[config.mk]
export PLATFORM = sky130hd
export DESIGN_NAME = cursor_sequence_buffer
export DESIGN_NICKNAME = d
export VERILOG_FILES = /design/src/design/csb_pkg.sv /design/src/design/csb_ram.sv /design/src/design/csb_ctrl.sv /design/src/design/cursor_sequence_buffer.sv
export SDC_FILE = /design/constraint.sdc
export NUM_CORES = 2
export LEC_CHECK = 0
export BUFFER_PORTS_ARGS = -buffer_cell sky130_fd_sc_hd__buf_2
export CAP_MARGIN = 20
export CELL_PAD_IN_SITES_DETAIL_PLACEMENT = 1
export CELL_PAD_IN_SITES_GLOBAL_PLACEMENT = 2
export CORE_UTILIZATION = 40
export CTS_CLUSTER_SIZE = 40
export DETAILED_ROUTE_END_ITERATION = 7
export PLACE_DENSITY_LB_ADDON = 0.1
export SLEW_MARGIN = 20
export SYNTH_ARGS = -nofsm -noshare
export SYNTH_HDL_FRONTEND = slang
export SYNTH_HIERARCHICAL = 1
export SYNTH_SLANG_ARGS = --single-unit
[constraint.sdc]
create_clock -name i_clk -period 5.22 [get_ports i_clk]
set_clock_uncertainty 0.15 [all_clocks]
set_input_delay 0.783 -clock i_clk [delete_from_list [all_inputs] [get_ports i_clk]]
set_output_delay 0.783 -clock i_clk [all_outputs]
set_load 0.05 [all_outputs]
[src/design/csb_pkg.sv]
// ----------------------------------------------------------------------------
// csb_pkg
// Shared types and constants for the cursor sequence buffer.
// ----------------------------------------------------------------------------
package csb_pkg;

    localparam int CAPACITY   = 64;
    localparam int ADDR_W     = $clog2(CAPACITY);
    localparam int CNT_W      = ADDR_W + 1;
    localparam int DATA_WIDTH = 32;
    localparam int CMD_W      = 3;
    localparam int STAT_W     = 2;

    localparam logic [CNT_W-1:0] FULL_COUNT = CNT_W'(CAPACITY);

    typedef enum logic [CMD_W-1:0] {
        CMD_START   = 3'd0,
        CMD_ADVANCE = 3'd1,
        CMD_INSERT  = 3'd2,
        CMD_ATTACH  = 3'd3,
        CMD_REMOVE  = 3'd4,
        CMD_QUERY   = 3'd5
    } t_cmd;

    typedef enum logic [STAT_W-1:0] {
        ST_OK      = 2'd0,
        ST_NO_ITEM = 2'd1,
        ST_FULL    = 2'd2
    } t_status;

    typedef enum logic [2:0] {
        S_IDLE,
        S_SHIFT_RD,
        S_SHIFT_WR,
        S_PLACE,
        S_FETCH,
        S_DONE
    } t_state;

    typedef struct packed {
        t_status               status;
        logic                  has_current;
        logic [DATA_WIDTH-1:0] value;
        logic [CNT_W-1:0]      count;
    } t_result;

endpackage

[src/design/csb_ram.sv]
// ----------------------------------------------------------------------------
// csb_ram
// Simple dual-port RAM: one write port, one read port, registered read data.
// ----------------------------------------------------------------------------
module csb_ram #(
    parameter int DEPTH = 64,
    parameter int WIDTH = 32
) (
    input  logic                     i_clk,
    input  logic                     i_we,
    input  logic [$clog2(DEPTH)-1:0] i_waddr,
    input  logic [WIDTH-1:0]         i_wdata,
    input  logic                     i_re,
    input  logic [$clog2(DEPTH)-1:0] i_raddr,
    output logic [WIDTH-1:0]         o_rdata
);

    logic [WIDTH-1:0] r_mem [DEPTH];
    logic [WIDTH-1:0] r_rdata;

    always_ff @(posedge i_clk) begin
        if (i_we) begin
            r_mem[i_waddr] <= i_wdata;
        end
    end

    always_ff @(posedge i_clk) begin
        if (i_re) begin
            r_rdata <= r_mem[i_raddr];
        end
    end

    assign o_rdata = r_rdata;

endmodule

[src/design/csb_ctrl.sv]
// ----------------------------------------------------------------------------
// csb_ctrl
// Command sequencer: decodes a command, moves entries through the RAM one
// at a time, places new entries and fetches the current value.
// ----------------------------------------------------------------------------
module csb_ctrl
    import csb_pkg::*;
(
    input  logic                  i_clk,
    input  logic                  i_rst_n,
    input  logic                  i_valid,
    output logic                  o_ready,
    input  logic [CMD_W-1:0]      i_cmd,
    input  logic [DATA_WIDTH-1:0] i_entry,
    output logic                  o_res_valid,
    input  logic                  i_res_ready,
    output t_result               o_res,
    output logic                  o_mem_we,
    output logic [ADDR_W-1:0]     o_mem_waddr,
    output logic [DATA_WIDTH-1:0] o_mem_wdata,
    output logic                  o_mem_re,
    output logic [ADDR_W-1:0]     o_mem_raddr,
    input  logic [DATA_WIDTH-1:0] i_mem_rdata
);

    t_state                r_state,  n_state;
    logic [CNT_W-1:0]      r_count,  n_count;
    logic [CNT_W-1:0]      r_cursor, n_cursor;
    logic [CNT_W-1:0]      r_idx,    n_idx;
    logic                  r_ins,    n_ins;
    t_status               r_status, n_status;
    logic [DATA_WIDTH-1:0] r_entry,  n_entry;

    logic             present;
    logic             full;
    logic [CNT_W-1:0] pos;
    logic [CNT_W-1:0] idx_dn;
    logic [CNT_W-1:0] idx_up;

    assign present = (r_cursor < r_count);
    assign full    = (r_count >= FULL_COUNT);
    assign idx_dn  = r_idx - CNT_W'(1);
    assign idx_up  = r_idx + CNT_W'(1);

    always_ff @(posedge i_clk) begin
        if (!i_rst_n) begin
            r_state  <= S_IDLE;
            r_count  <= '0;
            r_cursor <= '0;
        end else begin
            r_state  <= n_state;
            r_count  <= n_count;
            r_cursor <= n_cursor;
        end
    end

    always_ff @(posedge i_clk) begin
        r_idx    <= n_idx;
        r_ins    <= n_ins;
        r_status <= n_status;
        r_entry  <= n_entry;
    end

    always_comb begin
        n_state     = r_state;
        n_count     = r_count;
        n_cursor    = r_cursor;
        n_idx       = r_idx;
        n_ins       = r_ins;
        n_status    = r_status;
        n_entry     = r_entry;
        pos         = '0;
        o_ready     = 1'b0;
        o_res_valid = 1'b0;
        o_mem_we    = 1'b0;
        o_mem_waddr = r_idx[ADDR_W-1:0];
        o_mem_wdata = i_mem_rdata;
        o_mem_re    = 1'b0;
        o_mem_raddr = r_cursor[ADDR_W-1:0];

        case (r_state)
            S_IDLE: begin
                o_ready = 1'b1;
                if (i_valid) begin
                    n_status = ST_OK;
                    n_entry  = i_entry;
                    n_state  = S_FETCH;
                    case (t_cmd'(i_cmd))
                        CMD_START: begin
                            n_cursor = '0;
                        end
                        CMD_ADVANCE: begin
                            if (present) begin
                                n_cursor = r_cursor + CNT_W'(1);
                            end else begin
                                n_status = ST_NO_ITEM;
                            end
                        end
                        CMD_INSERT, CMD_ATTACH: begin
                            if (full) begin
                                n_status = ST_FULL;
                            end else begin
                                if (t_cmd'(i_cmd) == CMD_INSERT) begin
                                    pos = present ? r_cursor : '0;
                                end else begin
                                    pos = present ? r_cursor + CNT_W'(1) : r_count;
                                end
                                n_cursor = pos;
                                n_idx    = r_count;
                                n_ins    = 1'b1;
                                n_count  = r_count + CNT_W'(1);
                                n_state  = (r_count > pos) ? S_SHIFT_RD : S_PLACE;
                            end
                        end
                        CMD_REMOVE: begin
                            if (present) begin
                                // close the gap: entries above the cursor move down
                                n_idx   = r_cursor;
                                n_ins   = 1'b0;
                                n_count = r_count - CNT_W'(1);
                                if (r_cursor + CNT_W'(1) < r_count) begin
                                    n_state = S_SHIFT_RD;
                                end
                            end else begin
                                n_status = ST_NO_ITEM;
                            end
                        end
                        default: begin
                        end
                    endcase
                end
            end
            S_SHIFT_RD: begin
                o_mem_re    = 1'b1;
                o_mem_raddr = r_ins ? idx_dn[ADDR_W-1:0] : idx_up[ADDR_W-1:0];
                n_state     = S_SHIFT_WR;
            end
            S_SHIFT_WR: begin
                o_mem_we = 1'b1;
                if (r_ins) begin
                    n_idx   = idx_dn;
                    n_state = (idx_dn > r_cursor) ? S_SHIFT_RD : S_PLACE;
                end else begin
                    n_idx   = idx_up;
                    n_state = (idx_up < r_count) ? S_SHIFT_RD : S_FETCH;
                end
            end
            S_PLACE: begin
                o_mem_we    = 1'b1;
                o_mem_waddr = r_cursor[ADDR_W-1:0];
                o_mem_wdata = r_entry;
                n_state     = S_FETCH;
            end
            S_FETCH: begin
                o_mem_re = present;
                n_state  = S_DONE;
            end
            S_DONE: begin
                o_res_valid = 1'b1;
                if (i_res_ready) begin
                    n_state = S_IDLE;
                end
            end
            default: begin
                n_state = S_IDLE;
            end
        endcase
    end

    assign o_res.status      = r_status;
    assign o_res.has_current = present;
    assign o_res.value       = present ? i_mem_rdata : '0;
    assign o_res.count       = r_count;

endmodule

[src/design/cursor_sequence_buffer.sv]
// ----------------------------------------------------------------------------
// cursor_sequence_buffer
// Ordered store of up to 64 values with a cursor on the current item.
// ----------------------------------------------------------------------------
// Usage:
//   Slave channel carries one command per transaction (start, advance,
//   insert before, attach after, remove, query). Master channel returns
//   exactly one result per command: status, has_current, current value
//   and item count after the command.
//   Values live in a 64 x 32 RAM with a registered read. Insert, attach
//   and remove move entries through that single RAM port pair one entry
//   at a time (read, then write back one slot over).
//   A command moves the sequencer from idle through a read and write-back
//   per moved entry (up to 63, for an insert or remove at the front), a
//   place step for a new entry, then fetch and done; start, advance, query
//   and rejected commands go straight to fetch. The result is presented
//   on the master side the cycle after the sequencer finishes.
//   Reset empties the store and clears the cursor at once; RAM contents
//   are not cleared, since only slots below the count are ever read.
//   A finished result waits in the output register while the next command
//   is taken; if the receiver stalls with that register full, the next
//   result holds in the sequencer and no further command is accepted.
// ----------------------------------------------------------------------------
module cursor_sequence_buffer
    import csb_pkg::*;
(
    input  logic        i_clk,
    input  logic        i_rst_n,
    input  logic        i_s_axis_tvalid,
    output logic        o_s_axis_tready,
    input  logic [39:0] i_s_axis_tdata,  // [2:0] command, [34:3] entry, rest zero
    output logic        o_m_axis_tvalid,
    input  logic        i_m_axis_tready,
    output logic [47:0] o_m_axis_tdata   // [1:0] status, [2] has_current,
                                         // [34:3] current_value, [41:35] item_count
);

    t_result               res;
    logic                  res_valid;
    logic                  res_ready;
    logic                  mem_we;
    logic [ADDR_W-1:0]     mem_waddr;
    logic [DATA_WIDTH-1:0] mem_wdata;
    logic                  mem_re;
    logic [ADDR_W-1:0]     mem_raddr;
    logic [DATA_WIDTH-1:0] mem_rdata;

    logic    r_out_valid;
    t_result r_out;

    csb_ctrl u_ctrl (
        .i_clk       (i_clk),
        .i_rst_n     (i_rst_n),
        .i_valid     (i_s_axis_tvalid),
        .o_ready     (o_s_axis_tready),
        .i_cmd       (i_s_axis_tdata[CMD_W-1:0]),
        .i_entry     (i_s_axis_tdata[CMD_W +: DATA_WIDTH]),
        .o_res_valid (res_valid),
        .i_res_ready (res_ready),
        .o_res       (res),
        .o_mem_we    (mem_we),
        .o_mem_waddr (mem_waddr),
        .o_mem_wdata (mem_wdata),
        .o_mem_re    (mem_re),
        .o_mem_raddr (mem_raddr),
        .i_mem_rdata (mem_rdata)
    );

    csb_ram #(
        .DEPTH (CAPACITY),
        .WIDTH (DATA_WIDTH)
    ) u_ram (
        .i_clk   (i_clk),
        .i_we    (mem_we),
        .i_waddr (mem_waddr),
        .i_wdata (mem_wdata),
        .i_re    (mem_re),
        .i_raddr (mem_raddr),
        .o_rdata (mem_rdata)
    );

    // Output register: load when empty or when the held transaction drains.
    assign res_ready = !r_out_valid || i_m_axis_tready;

    always_ff @(posedge i_clk) begin
        if (!i_rst_n) begin
            r_out_valid <= 1'b0;
        end else if (res_ready) begin
            r_out_valid <= res_valid;
        end
    end

    always_ff @(posedge i_clk) begin
        if (res_ready && res_valid) begin
            r_out <= res;
        end
    end

    assign o_m_axis_tvalid = r_out_valid;
    assign o_m_axis_tdata  = {6'd0, r_out.count, r_out.value, r_out.has_current,
                              r_out.status};

endmodule
==> metrics.cfg <==
[status]
run_status=completed

[grt]
grt_overflow_total=0
vias_in_the_first_global_route=43389
initial_antenna_violation_count=5
grt_pass1_wl_um=333000
grt_max_degree=65
globalRouteTotalUtil_pct=21.9

[setup_path]
worst-setup-path-type=reg2reg
worst_reg_to_reg_cells=10
reg2reg_to=u_ram/o_rdata[6]$_DFFE_PP_
critPathRequiredTime_ns=5.65
capture_point_of_the_critical_path=u_ram/o_rdata[6]$_DFFE_PP_
critical_path_arrival_ns=4.87
timing.critical_path.from=u_ctrl/r_state[0]$_SDFFE_PN0P_
rr_startpoint=u_ctrl/r_state[0]$_SDFFE_PN0P_
worst-path-max-fanout=36
rrSetupSlack_ns=0.77
critical_path.startpoint_type=flip-flop
cp_endpoint_kind=flip-flop

[synth]
syn_area_um2=84900
synth_top_flop_cell=sky130_fd_sc_hd__edfxtp_1
count_of_synthesis_stage_warnings_from_yosys=6
synth-edff-count=2164
synthArstFlopShare_pct=0
post_synth.cell_area_avg_um2=21.9
postSynthRegisterBits=2182
yosysTopAreaCellShare_pct=76.6
post-synth-top-area-cell=sky130_fd_sc_hd__edfxtp_1
synth.most_common_cell=sky130_fd_sc_hd__edfxtp_1
syn-instance-count=3875
netlist_top_cells_count=2164 x sky130_fd_sc_hd__edfxtp_1, 544 x sky130_fd_sc_hd__mux4_2, 163 x sky130_fd_sc_hd__nor2_1
synth_cell_types=77
synth_seq_area_share_pct=77.0
synth.top_cells.by_area=sky130_fd_sc_hd__edfxtp_1 77%, sky130_fd_sc_hd__mux4_2 14%, sky130_fd_sc_hd__mux2i_1 1.2%

[clock_network]
tritoncts=yes
clock_path_buffers=3
post_cts_resized=0
clock_sink_count=2182
clock_transition_at_path_regs_ns=0.06
cts_hold_repair.buffers=29
clk_lat_worst_skew_ns=0.86
clockRootBuffer=sky130_fd_sc_hd__clkbuf_16
post-cts-setup-buffers=0
cts_buffers=231
clock_tree.htree_level_count=4

[sta]
max_freq_mhz=225
hold_viol=0
setup_repair_after_global_routing_missed_its_margin=false
tns_ns=0
timing.final.setup_violations=0
slew_headroom_pct=28.5
period_needed_ns=4.45
layout_worst_path_cycle_share_pct=85.2
measured_slew_at_the_worst_slew_check_pin_ns=1.07
drv_slew=0

[hold_path]
timing.hold.worst_path_depth=1
hold_class=in2reg

[floorplan]
die_height_um=463
die_x_um=463
placementRows=168
i_o_pin_count=94
fp.dieArea_um2=214000
starting_density_of_the_core_pct=40.4
coreArea_um2=210000

[route]
count_of_routing_violations_after_the_opening_detailed_route_iteration=3690
avgViaCountPerCell=5.65
wl_per_cell_um=32.4
drt_drc_violations_left=0
routed-via-count=40959
detail_route.first_pass.iterations=7
antenna_violating_nets_post_route=0
wirelength_um=235000

[flow_run]
drv.max_cap_violation_count=0

[pwr]
total_leakage_power_uw=0.0300
power_dens_cells_nw_per_um2=421
peakVddDrop_mv=0.318

[placement]
place.detailed.hpwl_um=141000
numPlacedInstances=6788
port_buffers=82
globalplace.congestion=0.756

[final_layout]
layout-area-overhead-vs-synth_pct=15.7
final-instance-count-excl-fill=7245
drive_above_1_share_pct=29.7
finish.net_count=4330

-- per-layer routing --
metal | vias to the layer above | wire length [um] | track usage [%]
met2 | 909 | 114000 | 35.6
met5 | - | 0 | 0
met4 | 0 | 5140 | 5.31
met3 | 275 | 9170 | 2.99
met1 | 22684 | 106000 | 31.3
li1 | 17091 | - | -
-- worst min-delay path by stage --
stage                                       startpoint                           end  slack (ns)
after floorplan           u_ctrl/r_status[0]$_DFFE_PP_   o_m_axis_tdata[0]$_DFFE_PP_        0.25
after global placement    u_ctrl/r_status[1]$_DFFE_PP_   o_m_axis_tdata[1]$_DFFE_PP_        0.25
after detailed placement  u_ctrl/r_status[0]$_DFFE_PP_   o_m_axis_tdata[0]$_DFFE_PP_        0.29
after CTS                           i_s_axis_tdata[21]  u_ctrl/r_entry[18]$_DFFE_PP_        0.03
after global routing                i_s_axis_tdata[21]  u_ctrl/r_entry[18]$_DFFE_PP_        0.04
final                               i_s_axis_tdata[33]  u_ctrl/r_entry[30]$_DFFE_PP_        0.10
-- final cells by class --
cell class | count | area, um2
Tap cell | 2805 | 3510
Clock inverter | 148 | 1080
Sequential cell | 2182 | 65300
Clock buffer | 278 | 6000
Antenna cell | 2 | 5.00
Multi-Input combinational cell | 1448 | 18900
Inverter | 29 | 109
Fill cell | 18923 | 112000
Timing Repair Buffer | 353 | 3220
-- through the flow --
stage	power, uW	worst slack, ns	hold slack (ns)	utilization, %	instance area, um2
after global routing	42700	0.590	0.0377	46.7	98200
after global placement	26300	0.764	0.253	43.2	90800
after floorplan	24000	0.543	0.250	-	84900
after CTS	41900	0.720	0.0339	46.7	98200
final	41300	0.773	0.101	46.7	98200
after detailed placement	26300	0.717	0.285	43.2	90800
-- critical path, cell delays in order, from the launching register on --
cell	delay (ns)
sky130_fd_sc_hd__dfxtp_1	0.62
sky130_fd_sc_hd__nand2b_1	0.20
sky130_fd_sc_hd__nand2b_1	0.43
sky130_fd_sc_hd__o21ai_4	0.40
sky130_fd_sc_hd__buf_12	0.23
sky130_fd_sc_hd__buf_12	0.17
sky130_fd_sc_hd__buf_12	0.29
sky130_fd_sc_hd__mux4_2	0.57
sky130_fd_sc_hd__mux4_2	0.51
sky130_fd_sc_hd__o22ai_1	0.41
sky130_fd_sc_hd__nor2_1	0.13
-- state kept, by name, summed over array words and instances (netlist names) --
name	count
o_m_axis_tvalid	1
u_ctrl/r_cursor	7
u_ctrl/r_idx	7
u_ram/o_rdata	32
u_ctrl/r_count	7
u_ram/r_mem	2048
u_ctrl/r_state	3
o_m_axis_tdata	42
u_ctrl/r_status	2
u_ctrl/r_entry	32
u_ctrl/r_ins	1
-- power breakdown --
part	total (uW)	internal [uW]	switching (uW)
Clock	15500	8650	6870
Sequential	20400	20200	156
Combinational	5460	2020	3430
-- layout by cell type (no fill, tap or decap), drive strengths merged, types with 35 or more instances in the layout --
cell / Yosys / final
a21oi: 85 / 85
mux4: 544 / 544
and2: 37 / 37
clkinv: 0 / 127
o22ai: 85 / 85
clkbuf: 96 / 278
nor2: 163 / 163
ha: 40 / 40
edfxtp: 2164 / 2164
inv: 29 / 35
nand2: 60 / 60
buf: 125 / 324
mux2: 35 / 35
mux2i: 100 / 100
-- cell families (layout without fill, tap and decap cells) --
logic type                 after synthesis  in the layout  synth area share [%]
DFF                                   2182           2182                  77.0
muxes                                  679            679                  16.1
and+or+nand+nor                        384            384                  2.21
AOI/OAI and AO/OA                      313            313                  2.44
buffers and inverters                  250            808                  1.43
adders and majority gates               41             41                 0.613
xor gates and xnor gates                25             25                 0.258
other                                    1              8               0.00442
No activity file was read; power rests on OpenSTA's default activity.
